$ cat src/rtl/qeae_pkg.sv
// Shared types and constants for the quaternion equal-area encoder.
package qeae_pkg;

  localparam int SMP_W  = 16;  // sample width, Q1.15
  localparam int FRAC_W = 30;  // fraction bits of internal Q2.30 values
  localparam int VAL_W  = 31;  // Q2.30 values up to 2^30 plus guard
  localparam int EPS_W  = 8;
  localparam int RAD_W  = 61;  // radicand and dividend width
  localparam int ROOT_W = 31;
  localparam int QUO_W  = 32;
  localparam int XY_W   = 35;  // CORDIC vector width, signed
  localparam int ACC_W  = 33;  // CORDIC angle accumulator, signed
  localparam int SF_W   = 33;  // signed scale factor
  localparam int PROD_W = SF_W + SMP_W;

  localparam logic [VAL_W-1:0] ONE_Q30 = VAL_W'(1) << FRAC_W;
  localparam logic [QUO_W-1:0] S_MAX   = QUO_W'(1) << 31;
  localparam logic [EPS_W-1:0] EPS_RESET = EPS_W'(1);

  // atan(2^-i) with a quarter turn equal to 2^30
  localparam logic [VAL_W-1:0] ATAN_TABLE [32] = '{
    31'd536870912, 31'd316933406, 31'd167458907, 31'd85004756,
    31'd42667331,  31'd21354465,  31'd10679838,  31'd5340245,
    31'd2670163,   31'd1335087,   31'd667544,    31'd333772,
    31'd166886,    31'd83443,     31'd41722,     31'd20861,
    31'd10430,     31'd5215,      31'd2608,      31'd1304,
    31'd652,       31'd326,       31'd163,       31'd81,
    31'd41,        31'd20,        31'd10,        31'd5,
    31'd3,         31'd1,         31'd1,         31'd0
  };

  typedef struct packed {
    logic signed [SMP_W-1:0] w_part;
    logic signed [SMP_W-1:0] x_part;
    logic signed [SMP_W-1:0] y_part;
    logic signed [SMP_W-1:0] z_part;
  } quat_t;

  typedef struct packed {
    logic signed [SMP_W-1:0] vec_x;
    logic signed [SMP_W-1:0] vec_y;
    logic signed [SMP_W-1:0] vec_z;
  } vec_t;

  typedef struct packed {
    logic signed [SMP_W-1:0] x;
    logic signed [SMP_W-1:0] y;
    logic signed [SMP_W-1:0] z;
  } smp_t;

  typedef struct packed {
    logic [VAL_W-1:0] a;
    logic [VAL_W-1:0] w30;
    logic             wneg;
    logic             wzero;
    logic             dzero;
    smp_t             smp;
  } sq_side_t;

  typedef struct packed {
    logic [ROOT_W-1:0] root;
    logic [VAL_W-1:0]  w30;
    logic              wneg;
    logic              wzero;
    logic              dzero;
    smp_t              smp;
  } kd_side_t;

  typedef struct packed {
    logic [ROOT_W-1:0] root;
    logic              wneg;
    logic              dzero;
    smp_t              smp;
  } co_side_t;

  typedef struct packed {
    logic wneg;
    logic dzero;
    smp_t smp;
  } sd_side_t;

endpackage

$ cat src/rtl/qeae_scale.sv
// Factor clamp and sign, three-lane multiply, rounding and saturation.
module qeae_scale (
  input  logic                        clk,
  input  logic                        rst,
  input  logic                        adv,
  input  logic                        in_valid,
  input  logic [qeae_pkg::QUO_W-1:0]  quo,
  input  logic                        ovf,
  input  qeae_pkg::sd_side_t          side,
  output logic                        vec_valid,
  output qeae_pkg::vec_t              vec
);

  localparam int PW = qeae_pkg::PROD_W;
  localparam int TW = PW + 1;

  function automatic logic signed [qeae_pkg::SMP_W-1:0] round_sat(
    input logic signed [PW-1:0] p
  );
    logic signed [TW-1:0] t;
    t = (TW'(p) + (TW'(1) <<< 29)) >>> qeae_pkg::FRAC_W;
    if (t > TW'((1 <<< (qeae_pkg::SMP_W - 1)) - 1)) begin
      return qeae_pkg::SMP_W'((1 <<< (qeae_pkg::SMP_W - 1)) - 1);
    end else if (t < -TW'(1 <<< (qeae_pkg::SMP_W - 1))) begin
      return qeae_pkg::SMP_W'(1 <<< (qeae_pkg::SMP_W - 1));
    end else begin
      return t[qeae_pkg::SMP_W-1:0];
    end
  endfunction

  // stage 1: clamp and sign the factor
  logic [qeae_pkg::QUO_W-1:0]        s_c;
  logic signed [qeae_pkg::SF_W-1:0]  sf_next;
  logic                              v1;
  logic signed [qeae_pkg::SF_W-1:0]  sf;
  logic                              dz1;
  qeae_pkg::smp_t                    smp1;

  always_comb begin
    s_c = (ovf || quo > qeae_pkg::S_MAX) ? qeae_pkg::S_MAX : quo;
    sf_next = side.wneg ? -$signed({1'b0, s_c}) : $signed({1'b0, s_c});
  end

  // stage 2: products
  logic                      v2;
  logic                      dz2;
  logic signed [PW-1:0]      px;
  logic signed [PW-1:0]      py;
  logic signed [PW-1:0]      pz;

  always_ff @(posedge clk) begin
    if (rst) begin
      v1        <= 1'b0;
      v2        <= 1'b0;
      vec_valid <= 1'b0;
    end else if (adv) begin
      v1        <= in_valid;
      v2        <= v1;
      vec_valid <= v2;
    end
    if (adv) begin
      sf   <= sf_next;
      dz1  <= side.dzero;
      smp1 <= side.smp;
      px   <= sf * smp1.x;
      py   <= sf * smp1.y;
      pz   <= sf * smp1.z;
      dz2  <= dz1;
      vec.vec_x <= dz2 ? '0 : round_sat(px);
      vec.vec_y <= dz2 ? '0 : round_sat(py);
      vec.vec_z <= dz2 ? '0 : round_sat(pz);
    end
  end

  a_sf_range: assert property (@(posedge clk) disable iff (rst)
    v1 |-> (sf <= $signed({1'b0, qeae_pkg::S_MAX}) &&
            sf >= -$signed({1'b0, qeae_pkg::S_MAX})))
    else $error("scale factor beyond 2.0");

endmodule

$ cat config.mk
export PLATFORM = sky130hd
export DESIGN_NAME = qeae_scale
export DESIGN_NICKNAME = d
export VERILOG_FILES = /design/src/rtl/qeae_pkg.sv /design/src/rtl/qeae_scale.sv
export SDC_FILE = /design/constraint.sdc
export NUM_CORES = 2
export LEC_CHECK = 0
export ABC_AREA = 1
export ABC_CLOCK_PERIOD_IN_PS = 15600
export BUFFER_PORTS_ARGS = -buffer_cell sky130_fd_sc_hd__buf_2
export CELL_PAD_IN_SITES_DETAIL_PLACEMENT = 1
export CELL_PAD_IN_SITES_GLOBAL_PLACEMENT = 1
export CORE_MARGIN = 4
export CORE_UTILIZATION = 25
export DETAILED_ROUTE_END_ITERATION = 7
export PLACE_DENSITY = 0.44
export SLEW_MARGIN = 10
export SYNTH_ARGS = -nofsm -noshare
export SYNTH_HDL_FRONTEND = slang
export SYNTH_SLANG_ARGS = --single-unit
$ cat constraint.sdc
create_clock -name clk -period 15.6 [get_ports clk]
set_input_delay 2.34 -clock clk [delete_from_list [all_inputs] [get_ports clk]]
set_output_delay 2.34 -clock clk [all_outputs]
set_load 0.01 [all_outputs]
Word-level counts from Yosys, hierarchy flattened --
Cells that the tools add are included.
Word-level totals: bits in registers 281, input bits 87, word-level logic and storage cells 45
Operators by class: add/sub/neg operators 4, multipliers 3, order comparisons 7, muxes and demuxes 8, reduce and logical (&&, ||, !) cells 4
Operator list (count):
- adder 49 x 31 -> 50 bit (second input constant) | 3
- multiplier 33 x 16 -> 49 bit | 3
- two-way mux 32 bit | 2
- greater-than comparator 20 x 16 -> 1 bit (second input constant) | 3
- less-than comparator 20 x 16 -> 1 bit (second input constant) | 3
- two-way mux 16 bit | 3
- two-way mux 15 bit | 3
- negator 32 -> 33 bit | 1
- greater-than comparator 32 bit (second input constant) | 1
- OR reduction 2 bit | 3
- logical OR 1 bit | 1

Logic depth before layout (Yosys ltp) --
word-level depth 5, mapped depth 30, depth with buffers taken out 28

Worst setup path after synthesis --
OpenSTA, ideal clock, no wires.
path kind flip-flop to flip-flop, start register sf[32] (netlist bit), end register pz[47], data pin, arrival 5616 ps, required time 15348 ps, setup slack 9732 ps, cell stages (with the launch flop) 22, period minus slack after synthesis 5868 ps, cells stage by stage edfxtp_1 -> clkbuf_1 -> buf_1 -> nand2_1 -> fa_1 -> inv_1 -> fa_1 -> fa_1 -> fa_1 -> inv_1 -> fa_1 -> fa_1 -> inv_1 -> ha_1 -> inv_1 -> nor3_1 -> inv_1 -> nor2_1 -> nand2_1 -> o211a_1 -> nand3_1 -> nand2_1
Between the ends: word-level cells in the longest chain between the ends 1
RTL lines:
- from (decl) | line qeae_scale.sv:35 | logic signed [qeae_pkg::SF_W-1:0] sf;
- from (signal assigned) | line qeae_scale.sv:62 | sf <= sf_next;
- multiplier 33 x 16 -> 49 bit | line qeae_scale.sv:67 | pz <= sf * smp1.z;
- to (signal assigned) | line qeae_scale.sv:67
- to (decl) | line qeae_scale.sv:49 | logic signed [PW-1:0] pz;
No other way between the ends. A chain may end at the register's enable or synchronous reset.

Worst setup path after layout --
start register sf[32] (netlist bit), end register pz[44], data pin
The elaborated chain is that of the path after synthesis.

==> results.md <==
* Final ANT Viol Nets at 0
* Critical path class: reg -> reg
* Most frequent CP cell: fa_1
* First-pass GRT wire length at 368000 µm
* GR Util met1 at 0.241
* DR WL/cell at 20.2 µm
* Clock buffer depth at 3
* Max-slew violation count at 0
* Die area at 0.270 mm²
* # setup viols final at 0
* Final-report hold violation count at 0
* Final core utilization at 0.271
* RSZ-0062 raised after global routing: false
* Vias after detailed routing at 49977
* PortBufs at 135
* Routability-driven placement congestion ratio at 0.812
* Vias in the first global route at 58830
* Drt pass-1 iters at 5
* Worst Clk Skew at 0.0292 ns
* Post-CTS Hold Buffers at 0
* DRC Markers at 0
* Syn avg cell area at 7.94 µm²
* Rows at 187
* Height of the chip at 520 µm
* Seq cells post-synth at 194
* Core area at 0.260 mm²
* Layout cells sized above 1 at 0.0364
* Dpl hpwl at 187000 µm
* # IOs at 136
* Clock root buffer: clkbuf_16
* Initial antenna violation count at 12
* H-tree Lvls at 4
* Worst-path clk slew at 0.10 ns
* Min-Delay Path Class: reg -> reg
* Via/cell ratio at 4.29
* Post-CTS Setup Bufs at 0
* Crit path largest cell delay at 0.93 ns
* Post-synth cell types at 49
* Number of CTS-inserted buffers at 25
* Worst-path cell chain: buf_4 -> nand2_1 -> inv_1 -> fa_1 -> fa_1 -> fa_1 -> fa_1 -> fa_1 -> fa_1 -> ha_1 -> nand2_1 -> nor2_1 -> inv_1 -> nor2_1 -> inv_1 -> nor2_1 -> nand4_1 -> nand3_1 -> nand2_1 -> nand2_1 -> xor2_1
* Final #Nets at 10073
* Sum of negative setup slack at 0 ns
* CTS resizes at 0
* Final period util at 0.483
* Sequential-to-total area share from yosys stat at 0.0885
* Period minus WS final at 7.53 ns
* Crit path arrival time at 7.94 ns
* Ys Warns at 0
* Drt total wl at 236000 µm
* Global route hottest layer: met2
* Post-Synthesis Cells at 8248
* Most frequent cells in the layout: inv_1 (2525), nand2_1 (2068), fa_1 (1497)
* Area delta synth->final at 7.75%
* Global Route met3 Usage at 0.0182
* Crit start category: flop
* Initial drt markers at 2216
* Grt met2 use at 0.312
* Most common cell after layout, fill and taps aside: inv_1
* Largest net degree at the start of global routing at 60
* Synthesized area at 0.0655 mm²
* Die extent in x at 520 µm
* Setup crit end kind: flop
* Worst path bufs/invs at 4
* Clock tree sinks at 194
* Crit Path Max Fanout at 32
* GRT Util Overall at 0.179
* Fmax at 133 MHz
* Max-slew headroom at 0.340
* CTS tree: yes
* Status: complete, no violations
* Worst Tran Pin Value at 0.990 ns
* Total gr overflow at 0
* Max-cap violations at 0
* Initial Util at 0.252
* Clk_lat worst skew at 0.60 ns
* Crit path max-delay family: adder cells
* Max stage delay cell, worst path: fa_1
* Worst endpoint required time at 16.01 ns
* Syn nets at 10175
layout make-up:
class	instances	area, µm²
flip-flops and latches	194	5800
multi-input cells	5158	48700
diodes	5	12.5
fillers	31306	190000
clock buffers	26	629
repair buffers	241	1480
clock inverters	6	36.3
inverters	2526	9480
well taps	3496	4370
synth_stat cells (all sizes together):
cell type / count / area, µm²
buf: 69 / 332
a21o: 25 / 188
nand3: 131 / 661
o21a: 4 / 30.0
clkbuf: 301 / 1130
o211ai: 6 / 45.0
a21boi: 6 / 45.0
nand3b: 15 / 113
nor3: 48 / 260
nor4: 15 / 100
ha: 343 / 4290
nand4: 34 / 213
o221ai: 2 / 17.5
nand2: 2075 / 7810
nor2: 406 / 1540
a211oi: 6 / 45.0
fa: 1497 / 30000
a2111oi: 1 / 8.76
inv: 2526 / 9480
o41ai: 5 / 51.3
and3: 5 / 32.5
o21bai: 18 / 146
edfxtp: 191 / 5740
o21ai: 140 / 704
o31ai: 7 / 52.6
xor2: 95 / 832
xnor2: 42 / 368
or2: 6 / 37.5
o22ai: 1 / 6.26
a31oi: 32 / 200
dfxtp: 3 / 60.1
o211a: 4 / 40.0
a21oi: 189 / 946
flip-flops by register name, indices dropped and copies added (netlist names):
signal / cells
dz2: 1
vec_valid: 1
pz: 20
px: 20
v2: 1
v1: 1
smp1: 48
py: 20
sf: 33
dz1: 1
vec: 48
stage by stage:
step	setup WS, ns	cells	hold WS, ns	cell area [µm²]
after floorplan	9.73	8248	0.400	65500
after global placement	8.22	11615	0.406	69900
after detailed placement	8.20	11615	0.420	69900
after CTS	8.15	11647	0.436	70500
after global routing	7.73	11650	0.449	70600
final	8.07	11652	0.430	70600
cells by family after synthesis:
logic type,Yosys count,share of synthesized area
adder cells (fa/ha/maj),1840,0.523
XOR/XNOR,137,0.0183
AND/OR/NAND/NOR,2735,0.164
flip-flops,194,0.0885
buffers and inverters,2896,0.167
AO/OA/AOI/OAI,446,0.0386
worst register-to-register path: stages, from the launching register on:
cell,delay (ns)
edfxtp_1,0.92
buf_4,0.52
nand2_1,0.24
inv_1,0.16
fa_1,0.50
fa_1,0.93
fa_1,0.54
fa_1,0.66
fa_1,0.46
fa_1,0.44
ha_1,0.48
nand2_1,0.16
nor2_1,0.18
inv_1,0.07
nor2_1,0.11
inv_1,0.07
nor2_1,0.14
nand4_1,0.13
nand3_1,0.25
nand2_1,0.09
nand2_1,0.08
xor2_1,0.20
layer usage:
metal  vias up  wire, µm
met1     26199    109000
met3       162      6240
met2       545    115000
met4         2      4950
met5         -        13
li1      23069         -
path summary, 6_finish.rpt:
kind,start,end,slack (ns),depth (start not counted)
min reg2reg,dz1,dz2,0.43,0
min,dz1,dz2,0.43,0
max,sf[32],pz[44],8.07,21
max reg2reg,sf[32],pz[44],8.07,21
Power is not shown: default switching activity piles up to over one toggle a cycle in this logic, so the estimate is an artifact.
