### src/rtl/qeae_pkg.sv
// Shared types and constants for the quaternion equal-area encoder.
package qeae_pkg;

  localparam int SMP_W  = 16;  // sample width, Q1.15
  localparam int FRAC_W = 30;  // fraction bits of internal Q2.30 values
  localparam int VAL_W  = 31;  // Q2.30 values up to 2^30 plus guard
  localparam int EPS_W  = 8;
  localparam int RAD_W  = 61;  // radicand and dividend width
  localparam int ROOT_W = 31;
  localparam int QUO_W  = 32;
  localparam int XY_W   = 35;  // CORDIC vector width, signed
  localparam int ACC_W  = 33;  // CORDIC angle accumulator, signed
  localparam int SF_W   = 33;  // signed scale factor
  localparam int PROD_W = SF_W + SMP_W;

  localparam logic [VAL_W-1:0] ONE_Q30 = VAL_W'(1) << FRAC_W;
  localparam logic [QUO_W-1:0] S_MAX   = QUO_W'(1) << 31;
  localparam logic [EPS_W-1:0] EPS_RESET = EPS_W'(1);

  // atan(2^-i) with a quarter turn equal to 2^30
  localparam logic [VAL_W-1:0] ATAN_TABLE [32] = '{
    31'd536870912, 31'd316933406, 31'd167458907, 31'd85004756,
    31'd42667331,  31'd21354465,  31'd10679838,  31'd5340245,
    31'd2670163,   31'd1335087,   31'd667544,    31'd333772,
    31'd166886,    31'd83443,     31'd41722,     31'd20861,
    31'd10430,     31'd5215,      31'd2608,      31'd1304,
    31'd652,       31'd326,       31'd163,       31'd81,
    31'd41,        31'd20,        31'd10,        31'd5,
    31'd3,         31'd1,         31'd1,         31'd0
  };

  typedef struct packed {
    logic signed [SMP_W-1:0] w_part;
    logic signed [SMP_W-1:0] x_part;
    logic signed [SMP_W-1:0] y_part;
    logic signed [SMP_W-1:0] z_part;
  } quat_t;

  typedef struct packed {
    logic signed [SMP_W-1:0] vec_x;
    logic signed [SMP_W-1:0] vec_y;
    logic signed [SMP_W-1:0] vec_z;
  } vec_t;

  typedef struct packed {
    logic signed [SMP_W-1:0] x;
    logic signed [SMP_W-1:0] y;
    logic signed [SMP_W-1:0] z;
  } smp_t;

  typedef struct packed {
    logic [VAL_W-1:0] a;
    logic [VAL_W-1:0] w30;
    logic             wneg;
    logic             wzero;
    logic             dzero;
    smp_t             smp;
  } sq_side_t;

  typedef struct packed {
    logic [ROOT_W-1:0] root;
    logic [VAL_W-1:0]  w30;
    logic              wneg;
    logic              wzero;
    logic              dzero;
    smp_t              smp;
  } kd_side_t;

  typedef struct packed {
    logic [ROOT_W-1:0] root;
    logic              wneg;
    logic              dzero;
    smp_t              smp;
  } co_side_t;

  typedef struct packed {
    logic wneg;
    logic dzero;
    smp_t smp;
  } sd_side_t;

endpackage

### src/rtl/qeae_front.sv
// Input stage: |w|, a = 1 - w*w and the guarded radicand d.
module qeae_front (
  input  logic                        clk,
  input  logic                        rst,
  input  logic                        adv,
  input  logic                        in_valid,
  input  qeae_pkg::quat_t             quat,
  input  logic [qeae_pkg::EPS_W-1:0]  eps,
  output logic                        out_valid,
  output logic [qeae_pkg::VAL_W-1:0]  d,
  output qeae_pkg::sq_side_t          side
);

  logic [qeae_pkg::SMP_W-1:0]     wm;
  logic [2*qeae_pkg::SMP_W-1:0]   sq;
  logic [qeae_pkg::VAL_W-1:0]     a_c;
  logic [qeae_pkg::VAL_W-1:0]     d_c;
  qeae_pkg::sq_side_t             side_next;

  always_comb begin
    wm  = quat.w_part[qeae_pkg::SMP_W-1] ? qeae_pkg::SMP_W'(-quat.w_part)
                                         : qeae_pkg::SMP_W'(quat.w_part);
    sq  = (2*qeae_pkg::SMP_W)'(wm) * (2*qeae_pkg::SMP_W)'(wm);
    // w*w in Q2.30 is exactly wm*wm (wm has 15 frac bits)
    a_c = qeae_pkg::VAL_W'((2*qeae_pkg::SMP_W)'(qeae_pkg::ONE_Q30) - sq);
    d_c = a_c + qeae_pkg::VAL_W'(eps);
    side_next.a     = a_c;
    side_next.w30   = qeae_pkg::VAL_W'(wm) << (qeae_pkg::FRAC_W - (qeae_pkg::SMP_W - 1));
    side_next.wneg  = quat.w_part[qeae_pkg::SMP_W-1];
    side_next.wzero = (wm == '0);
    side_next.dzero = (d_c == '0);
    side_next.smp.x = quat.x_part;
    side_next.smp.y = quat.y_part;
    side_next.smp.z = quat.z_part;
  end

  always_ff @(posedge clk) begin
    if (rst) begin
      out_valid <= 1'b0;
    end else if (adv) begin
      out_valid <= in_valid;
    end
    if (adv) begin
      d    <= d_c;
      side <= side_next;
    end
  end

endmodule

### config.mk
export PLATFORM = sky130hd
export DESIGN_NAME = qeae_front
export DESIGN_NICKNAME = d
export VERILOG_FILES = /design/src/rtl/qeae_pkg.sv /design/src/rtl/qeae_front.sv
export SDC_FILE = /design/constraint.sdc
export NUM_CORES = 1
export LEC_CHECK = 0
export ABC_AREA = 1
export BUFFER_PORTS_ARGS = -buffer_cell sky130_fd_sc_hd__buf_4
export CORE_MARGIN = 2
export CORE_UTILIZATION = 57
export DETAILED_ROUTE_END_ITERATION = 12
export PLACE_DENSITY = 0.8
export SYNTH_ARGS = -nofsm -noshare
export SYNTH_HDL_FRONTEND = slang
export SYNTH_SLANG_ARGS = --single-unit
### constraint.sdc
create_clock -name clk -period 19.4 [get_ports clk]
set_input_delay 0 -clock clk [delete_from_list [all_inputs] [get_ports clk]]
set_output_delay 0 -clock clk [all_outputs]
set_load 0.02 [all_outputs]
; ---- Yosys cells after proc, flatten, opt, wreduce, memory -nomap -nowiden
; Index checks and enable logic that the tools add are counted.
; W data, S select, Z words.
[word_totals]
reg_bits = 130
inputBits = 76
output_inout_bits = 145
word_cells = 17
[classes]
n_addsub = 3
n_mul = 1
n_mux = 1
reduce_logical = 2
[ops]
columns = operator, n
row1 = $add A31 B8 Y31, 1
row2 = $logic_not A31 Y1, 1
row3 = $mul A16 B16 Y31, 1
row4 = $sub A31 B31 Y31 const A, 1
row5 = $logic_not A16 Y1, 1
row6 = $mux W16, 1
row7 = $neg A16 Y16, 1

; ---- Longest topological paths before layout
; Gate-level depths: netlist of the first run.
[logic_depth]
ltp_word = 6
mapped_depth = 46
mapped_depth_nobuf = 44

; ---- Worst setup path after synthesis of the first run
; OpenSTA, ideal clock, no wires.
[synth_path]
kind = input port to flip-flop
start = input quat[48] in the netlist's numbering
end = register side[48] in the netlist's numbering, data pin
setup_ns = 0.251
t_arrival_ns = 6.967
t_required_ns = 19.149
setup_slack_ns = 12.183
path_stages = 42
path_buffers = 3
cell_sequence = inv_1 > clkbuf_1 > ha_1 > buf_4 > nand2_1 > nor3_2 > nand2_1 > nand2_1 > o21ai_0 > or2_2 > nand2_1 > clkbuf_1 > nand2_1 > fa_1 > inv_1 > fa_1 > fa_1 > inv_1 > (+6 left out) > nand2_1 > inv_1 > nand2_1 > inv_1 > a21oi_1 > nand2_1 > nand2_1 > nand2_1 > nor2_2 > nand3_1 > nor2_2 > nand3_1 > nand2_1 > nand2_1 > nand2_1 > nor2_1 > nand2_1 > nor2_1
[synth_rtl]
columns = item, line
row1 = "start, declared", qeae_front.sv:7  ; input qeae_pkg::quat_t quat,
row2 = "end signal, assigned", qeae_front.sv:45  ; side <= side_next;
row3 = "end, declared", qeae_front.sv:11  ; output qeae_pkg::sq_side_t side

==> results of run 1 <==
## stage by stage
stage / setup WS (ns) / instance area (sq um)
2_1_floorplan: 12.18 / 14300
3_3_place_gp: 10.74 / 16100
3_5_place_dp: 10.68 / 16100
4_1_cts: 10.57 / 17200
5_1_grt: 9.74 / 17200
6_report: 10.36 / 17200
## flip-flops by register name, indices dropped and copies added, names as in the netlist
register   flops
d             31
out_valid      1
side          96
## cell usage after synthesis (3+ instances only)
cell type,n,area [sq um]
or2_2,5,31.3
edfxtp_1,127,3810
nor2_1,133,499
o21ai_1,4,20.0
buf_4,18,135
and2_1,3,18.8
nand3_1,83,415
nor2_2,18,113
clkbuf_1,11,41.3
nand3b_1,3,22.5
clkinv_1,4,15.0
ha_1,108,1350
nand4_1,22,138
xnor2_1,4,35.0
xor2_1,16,140
nor3_1,9,45.0
fa_1,178,3560
a21oi_2,3,26.3
o21ai_0,9,45.0
a21oi_1,27,135
nand2_1,400,1500
nand3_2,5,50.1
inv_1,429,1610
inv_2,14,52.6
nand2_2,24,150
nor2_4,6,67.6
## tightest hold or removal path: cells and delay by family
kind | cells | cell delay [ns]
and+or+nand+nor | 3 | 0.24
buffers and inverters | 1 | 0.10
## worst paths after layout
path              startpoint   endpoint  slack (ns)  depth (start not counted)
setup / recovery    quat[48]   side[48]       10.36                         38
hold / removal      quat[57]   side[81]        0.09                          4
setup reg to reg   out_valid  out_valid       18.25                          3
hold reg to reg    out_valid  out_valid        1.05                          3
## per-layer routing
| layer | vias up | routed length (microns) |
|---|---|---|
| met5 | - | 0 |
| met4 | 0 | 973 |
| met3 | 80 | 3070 |
| met2 | 526 | 19000 |
| met1 | 5750 | 14300 |
| li1 | 5582 | - |
## cell families after synthesis
| logic type | after synthesis | share of synthesized area (%) |
|---|---|---|
| buffers and inverters | 476 | 13.1 |
| xor gates and xnor gates | 20 | 1.24 |
| other | 2 | 0.0530 |
| AOI/OAI and AO/OA | 50 | 1.98 |
| muxes | 1 | 0.0706 |
| DFF | 128 | 27.0 |
| and+or+nand+nor | 717 | 21.9 |
| adders and majority gates | 286 | 34.7 |
## repair_timing
item | CTS | global route
hold buffers | 56 | 0
endpoints found under the hold margin | 54 | 0
buffers inserted | 0 | 0
## final cells by class
type	instances	area share (%)
repair buffers	266	12.4
flip-flops and latches	128	22.3
well taps	324	2.35
inverters	447	9.74
multi-input cells	1103	49.8
clock inverters	14	0.908
clock buffers	18	2.49
==> impl_metrics.py, run 1 <==
metrics = {
    "critical_path": {
        "cpMostUsedCell": "nand2_1",
        "end_kind": "flip-flop",
        "required_ns": 19.60,
        "critPathTopFamily": "adder cells",
        "critPathArrivalTime_ns": 9.23,
        "worst-setup-path-type": "in2reg",
        "worst_path_max_delay_cell": "fa_1",
        "path_max_fanout": 14,
        "worstSetupStartpointType": "primary input",
        "slowest_delay_ns": 0.59,
        "critical_path_buf_inv_count": 8,
    },
    "outcome": {
        "status": "finished clean",
    },
    "synth": {
        "synth-seq-cells": 128,
        "ys_warn_count": 0,
        "ys.flop_type": "edfxtp_1",
        "synth_cell_types": 38,
        "ys_seq_area_share_pct": 27.0,
        "synth-edff-count": 127,
        "syn_area_sq_um": 14200,
        "ys_async_sr_fraction_pct": 0,
        "synth_cells": 1680,
        "avgSynthCellArea_sq_um": 8.44,
    },
    "clocking": {
        "insertion_delay_ns": 0.42,
        "clk_pin_slew_ns": 0.07,
        "clockBufferDepth": 2,
        "cts_resized": 0,
        "cts_tree": "done",
        "cts_sinks": 128,
        "htreeDepth": 4,
        "cts_root_buffer": "clkbuf_16",
        "cts_buffers": 17,
    },
    "drt": {
        "first_iter_violations": 1018,
        "drt-total-wl_microns": 37400,
        "vias": 11900,
        "antenna_left": 0,
        "drc_errors": 0,
        "vias_per_cell": 5.19,
        "dr.pass1.iters": 6,
        "drt-wirelength-per-cell_microns": 16.2,
    },
    "grt": {
        "grt_pass1_vias": 12300,
        "use_met3_pct": 5.41,
        "grt_max_degree": 86,
        "use_met1_pct": 36.8,
        "busiest_layer": "met2",
        "grt_overflow": 0,
        "grt_usage_pct": 29.8,
        "antenna_found_initial": 0,
        "grt_pass1_wl_microns": 60800,
        "met2_usage_pct": 53.0,
    },
    "floorplan": {
        "die-area_sq_um": 26100,
        "fp.dieH_microns": 162,
        "start_util_pct": 58.1,
        "core_area_sq_um": 24400,
        "io_pins": 221,
        "die_w_microns": 162,
        "fp-row-count": 57,
    },
    "layout": {
        "multi_input_area_sq_um": 8590,
        "final_cell_mix": "inv_1, nand2_1, buf_4",
        "seqCellArea_sq_um": 3830,
        "final_util_pct": 70.6,
        "final_common_cell": "inv_1",
        "diodes": 0,
        "num-nets-final": 2325,
        "instances_no_fill": 2300,
        "fill_cells": 1900,
        "area_growth_pct": 21.5,
        "layout-drive-gt1-share_pct": 16.1,
    },
    "sta": {
        "maxSlewHeadroom_pct": 28.4,
        "fin_crit_ns": 9.04,
        "rsz0062_at_grt": "false",
        "fin_hold_ws_ns": 0.0917,
        "worstMarginPinSlew_ns": 1.07,
        "final.setup.tns_ns": 0,
        "setup_viol": 0,
        "fmax_mhz": 111,
        "hold_viol_final": 0,
        "maxSlewViolCount": 0,
        "clock_skew_ns": 0,
        "min_period_over_period_pct": 46.6,
    },
    "place": {
        "dpl.cell_count": 2212,
        "place_congestion": 0.979,
        "port_buffers": 205,
        "place.detailed.hpwl_microns": 28500,
    },
    "flow_run": {
        "cap_viol_max_count": 0,
    },
    "min_path": {
        "hold_path.class": "in2reg",
    },
}
Power of run 1 is left out: the tool's default activity adds up to more than one toggle a clock period on the data nets, which glitch-free logic cannot reach.
==> inputs of run 2 (changes only) <==
--- a/config.mk
+++ b/config.mk
@@ -5,12 +5,12 @@
 export SDC_FILE = /design/constraint.sdc
 export NUM_CORES = 1
 export LEC_CHECK = 0
-export ABC_AREA = 1
+export ABC_AREA = 0
 export BUFFER_PORTS_ARGS = -buffer_cell sky130_fd_sc_hd__buf_4
 export CORE_MARGIN = 2
-export CORE_UTILIZATION = 57
+export CORE_UTILIZATION = 53
 export DETAILED_ROUTE_END_ITERATION = 12
-export PLACE_DENSITY = 0.8
+export PLACE_DENSITY = 0.79
 export SYNTH_ARGS = -nofsm -noshare
 export SYNTH_HDL_FRONTEND = slang
 export SYNTH_SLANG_ARGS = --single-unit
==> constraint.sdc (replaced) <==
create_clock -name clk -period 7.89 [get_ports clk]
set_input_delay 0 -clock clk [delete_from_list [all_inputs] [get_ports clk]]
set_output_delay 0 -clock clk [all_outputs]
set_load 0.02 [all_outputs]
==> run 2 against run 1 <==
Compared with the run above: clock skew unchanged; worst hold slack worse by 0.033 ns; largest cell class unchanged; critical endpoint unchanged; sequential cell count unchanged; count of clock-buffer cells in the layout down 1; critical path type unchanged.
==> impl_metrics.py, run 2 <==
metrics = {
    "outcome": {
        "status": "finished clean",
    },
    "sta": {
        "setup_viol": 0,
        "hold_viol_final": 0,
        "fmax_mhz": 133,
        "worstMarginPinSlew_ns": 1.08,
        "min_period_over_period_pct": 95.0,
        "rsz0062_at_grt": "false",
        "maxSlewViolCount": 0,
        "worst_slack_ns": 0.395,
        "fin_hold_ws_ns": 0.0583,
        "clock_skew_ns": 0,
        "fin_crit_ns": 7.49,
        "maxSlewHeadroom_pct": 27.7,
    },
    "drt": {
        "vias": 10700,
        "vias_per_cell": 5.30,
        "antenna_left": 0,
        "first_iter_violations": 678,
        "dr.pass1.iters": 5,
        "drc_errors": 0,
        "drt-total-wl_microns": 35200,
        "drt-wirelength-per-cell_microns": 17.5,
    },
    "place": {
        "port_buffers": 205,
        "place_congestion": 0.925,
        "dpl.cell_count": 1931,
        "dp_slack_ns": -0.0539,
        "place.detailed.hpwl_microns": 28500,
    },
    "synth": {
        "syn_area_sq_um": 13400,
        "avgSynthCellArea_sq_um": 10.5,
        "synth_top_cell_by_area": "edfxtp_1",
        "synth_cell_types": 85,
        "synth_cells": 1281,
        "synth-seq-cells": 128,
        "synth_area_leaders": "edfxtp_1, fa_1, ha_1, inv_1, nand2_1",
        "synth-edff-count": 127,
        "synth_most_common_cell": "inv_1",
        "yosysTopAreaCellShare_pct": 28.5,
        "synth_top_cells_by_count": "inv_1, fa_1, edfxtp_1, nand2_1, ha_1",
        "ys_seq_area_share_pct": 28.6,
        "ys.flop_type": "edfxtp_1",
        "ys_async_sr_fraction_pct": 0,
        "ys_warn_count": 0,
    },
    "grt": {
        "grt_max_degree": 89,
        "grt_overflow": 0,
        "grt_pass1_vias": 11400,
        "grt_usage_pct": 27.7,
        "antenna_found_initial": 0,
        "grt_pass1_wl_microns": 56500,
    },
    "layout": {
        "area_growth_pct": 29.7,
        "seqCellArea_sq_um": 3830,
        "layout-drive-gt1-share_pct": 24.5,
        "final_common_cell": "buf_4",
        "regMostFlops": "side",
        "fill_cells": 1828,
        "final_cell_mix": "buf_4, inv_1, fa_1",
        "diodes": 0,
        "largest_reg_flops": 96,
        "instances_no_fill": 2015,
        "num-nets-final": 2034,
        "multi_input_area_sq_um": 8360,
        "top_regs": "side: 96 flops, d: 31 flops, out_valid: 1 flops",
    },
    "clocking": {
        "clockBufferDepth": 2,
        "cts_sinks": 128,
        "cts_tree": "done",
        "cts_buffers": 17,
        "insertion_delay_ns": 0.43,
        "htreeDepth": 4,
        "clk_pin_slew_ns": 0.08,
        "post_cts_buffers": 0,
        "cts_root_buffer": "clkbuf_16",
    },
    "min_path": {
        "hold_path_depth": 2,
        "hold_path.class": "in2reg",
    },
    "critical_path": {
        "reg2regPathDepth": 3,
        "path_max_fanout": 9,
        "worst-setup-path-type": "in2reg",
        "worstSetupStartpointType": "primary input",
        "required_ns": 8.15,
        "critPathArrivalTime_ns": 7.75,
        "end_kind": "flip-flop",
    },
    "floorplan": {
        "fp.dieH_microns": 163,
        "die_w_microns": 163,
        "io_pins": 221,
        "core_area_sq_um": 25000,
        "start_util_pct": 53.7,
        "fp-row-count": 58,
        "die-area_sq_um": 26600,
    },
    "flow_run": {
        "cap_viol_max_count": 0,
    },
}
run 2: cell types whose count changed after synthesis, sizes merged, moves of 8 or more:
cell    delta
nand2    -308
a31oi      +8
xor2      +11
nand3     -66
inv      -152
and2       +9
a211oi     +8
buf       +11
a21o      +12
o21ai      +9
nor2      -86
xnor2     +35
and3      +12
run 2: final timing paths:
path,slack [ns],start,end
worst max-delay path,0.40,quat[48],side[48]
worst min-delay path,0.06,quat[63],side[50]
worst max register to register,6.70,out_valid,out_valid
worst min register to register,1.08,out_valid,out_valid
run 2: worst max-delay path, cell delays in order:
cell      delay, ns
buf_4          0.13
nor2_1         0.37
nand2_1        0.19
o41ai_2        0.26
xnor2_1        0.21
buf_4          0.25
nand2_1        0.12
fa_1           0.54
inv_1          0.06
fa_1           0.47
inv_1          0.05
fa_1           0.48
fa_1           0.46
fa_1           0.54
inv_1          0.06
fa_1           0.47
inv_1          0.04
ha_1           0.28
a21oi_1        0.24
o21ai_1        0.18
a31oi_1        0.30
mux2_2         0.39
a311oi_4       0.35
nand4_4        0.19
nor3_1         0.24
xor2_1         0.12
or4b_1         0.52
nor4b_2        0.24
run 2: repair_timing:
action | CTS | global route
resized for setup | 0 | 14
hold endpoints to repair | 51 | 0
hold buffers | 52 | 0
endpoints found under the setup margin | 0 | 2
run 2: cell type report:
type | count | area share (%)
clock buffers | 17 | 2.45
multi-input cells | 841 | 48.1
well taps | 330 | 2.38
inverters | 297 | 6.43
repair buffers | 387 | 17.5
clock inverters | 15 | 1.11
flip-flops and latches | 128 | 22.1
run 2: kinds of logic after synthesis:
kind of cell | count (synthesis) | synth area share (%)
DFF | 128 | 28.6
xor gates and xnor gates | 66 | 4.43
AOI/OAI and AO/OA | 148 | 8.20
buffers and inverters | 339 | 10.2
muxes | 9 | 0.700
adders and majority gates | 286 | 36.7
other | 2 | 0.0561
and+or+nand+nor | 303 | 11.1
run 2: routing by layer:
metal | share of wire (%) | wire length [microns] | up-vias | global-route usage (%)
li1 | - | - | 4913 | -
met1 | 36 | 12800 | 5223 | 30.7
met2 | 51 | 18000 | 448 | 50.5
met3 | 7.3 | 2590 | 93 | 5.73
met4 | 5.2 | 1830 | 0 | 14.0
met5 | 0 | 0 | - | 0
run 2: stage by stage:
step / setup TNS, ns / util [%] / cell area (sq um)
finish: 0 / 69.6 / 17400
global placement: 0 / 64.9 / 16200
floorplan: 0 / - / 13500
detailed placement: -0.0539 / 64.9 / 16200
CTS: 0 / 69.4 / 17300
global route: 0 / 69.6 / 17400
Power of run 2 is left out for the same reason.
==> inputs of run 3 (changes only) <==
--- a/config.mk
+++ b/config.mk
@@ -8,9 +8,9 @@
 export ABC_AREA = 0
 export BUFFER_PORTS_ARGS = -buffer_cell sky130_fd_sc_hd__buf_4
 export CORE_MARGIN = 2
-export CORE_UTILIZATION = 53
+export CORE_UTILIZATION = 25
 export DETAILED_ROUTE_END_ITERATION = 12
-export PLACE_DENSITY = 0.79
+export HOLD_SLACK_MARGIN = 0.03
 export SYNTH_ARGS = -nofsm -noshare
 export SYNTH_HDL_FRONTEND = slang
 export SYNTH_SLANG_ARGS = --single-unit
==> run 3 against run 2 <==
Compared with the run above: sequential cell count is the same; first-iteration DRC count shrank 32%; critical path depth shrank 2; worst setup slack lost 0.11 ns; cell area grew 4.1%; register-to-register slack gained 0.02 ns; global-route usage shrank 14 points; utilization shrank 35 points; critical endpoint unchanged.
==> impl_metrics.py, run 3 (same netlist as run 2, synthesis figures left out) <==
metrics = {
    "floorplan": {
        "core_area_sq_um": 52800,
        "die-area_sq_um": 55500,
        "fp-row-count": 84,
        "fp.dieH_microns": 235,
        "start_util_pct": 25.4,
        "die_w_microns": 235,
        "io_pins": 221,
    },
    "sta": {
        "maxSlewHeadroom_pct": 46.5,
        "worstMarginPinSlew_ns": 0.802,
        "min_period_over_period_pct": 96.4,
        "setup_viol": 0,
        "final.setup.tns_ns": 0,
        "fmax_mhz": 131,
        "maxSlewViolCount": 0,
        "hold_viol_final": 0,
        "fin_crit_ns": 7.60,
        "worst_slack_ns": 0.285,
        "clock_skew_ns": 0,
    },
    "clocking": {
        "clk_pin_slew_ns": 0.06,
        "clockBufferDepth": 2,
        "htreeDepth": 4,
        "cts_tree": "done",
        "cts_sinks": 128,
        "cts_buffers": 17,
        "insertion_delay_ns": 0.43,
        "cts_root_buffer": "clkbuf_16",
    },
    "layout": {
        "top_regs": "side: 96 flops, d: 31 flops, out_valid: 1 flops",
        "layout-drive-gt1-share_pct": 26.0,
        "area_growth_pct": 35.0,
        "largest_reg_flops": 96,
        "fill_cells": 5349,
        "diodes": 0,
        "num-nets-final": 2075,
        "regMostFlops": "side",
        "final_cell_mix": "buf_4, inv_1, fa_1",
        "final_common_cell": "buf_4",
    },
    "place": {
        "dp_slack_ns": -0.321,
        "port_buffers": 205,
        "place_congestion": 0.870,
        "place.detailed.hpwl_microns": 30700,
    },
    "drt": {
        "first_iter_violations": 458,
        "drt-wirelength-per-cell_microns": 15.3,
        "dr.pass1.iters": 5,
        "drc_errors": 0,
        "antenna_left": 0,
        "vias": 10500,
        "drt-total-wl_microns": 37000,
        "vias_per_cell": 4.34,
    },
    "critical_path": {
        "required_ns": 8.15,
        "worst-setup-path-type": "in2reg",
        "critPathArrivalTime_ns": 7.86,
        "reg2regPathDepth": 3,
        "worstSetupStartpointType": "primary input",
        "end_kind": "flip-flop",
        "path_max_fanout": 18,
    },
    "min_path": {
        "hold_path_depth": 3,
        "hold_path.class": "in2reg",
    },
    "grt": {
        "grt_pass1_vias": 11600,
        "grt_usage_pct": 13.8,
        "grt_overflow": 0,
        "antenna_found_initial": 0,
        "grt_max_degree": 82,
        "grt_pass1_wl_microns": 60600,
    },
    "flow_run": {
        "cap_viol_max_count": 0,
    },
    "outcome": {
        "status": "finished clean",
    },
}
run 3: metrics by stage:
stage | std cells | util [%] | hold slack (ns) | area [sq um]
3_5_place_dp | 2323 | 32.0 | 0.166 | 16900
5_1_grt | 2412 | 34.3 | 0.0861 | 18100
6_report | 2412 | 34.3 | 0.0710 | 18100
4_1_cts | 2407 | 34.1 | 0.0445 | 18000
3_3_place_gp | 2323 | 32.0 | 0.160 | 16900
2_1_floorplan | 1308 | - | 0.0724 | 13500
run 3: routing by layer:
layer	global-route usage, %	vias up	routed length (microns)
met5	0	-	0
met2	25.4	253	19000
li1	-	4993	-
met4	3.45	0	605
met3	2.80	36	1770
met1	16.5	5181	15600
run 3: critical path: stages:
cell and delay, ns:
dlygate4sd3_1 0.52, buf_4 0.28, o41ai_2 0.14, xnor2_1 0.31, clkinv_1 0.27, buf_4 0.22, nor2_1 0.19, buf_4 0.15
fa_1 0.40, inv_1 0.10, fa_1 0.41, fa_1 0.53, fa_1 0.44, fa_1 0.51, fa_1 0.41, ha_1 0.38
a21oi_1 0.24, o21ai_0 0.16, a31oi_1 0.23, mux2_2 0.38, a311oi_4 0.35, nand4_4 0.19, nor3_2 0.19, xnor2_1 0.11
or4b_1 0.52, nor4b_2 0.21
run 3: final timing paths:
path / to / slack (ns) / from
worst max-delay path: side[48] / 0.29 / quat[63]
worst min-delay path: d[7] / 0.07 / eps[7]
worst max register to register: out_valid / 6.72 / out_valid
worst min register to register: out_valid / 1.09 / out_valid
run 3: area by class of cell:
type	count	area [sq um]	share of cell area, %
sequential	128	3830	21.2
inverter	297	1120	6.20
clock inverter	13	118	0.650
timing repair buffer	428	3350	18.5
tap	688	861	4.76
multi-input combinational	841	8380	46.3
clock buffer	17	425	2.35
run 3: what timing repair did:
action                     CTS  global route
setup endpoints to repair    0             6
buffers inserted             0             5
hold endpoints to repair    53             0
hold buffers                54             0
resized for setup            0            20
Power of run 3 is left out for the same reason.
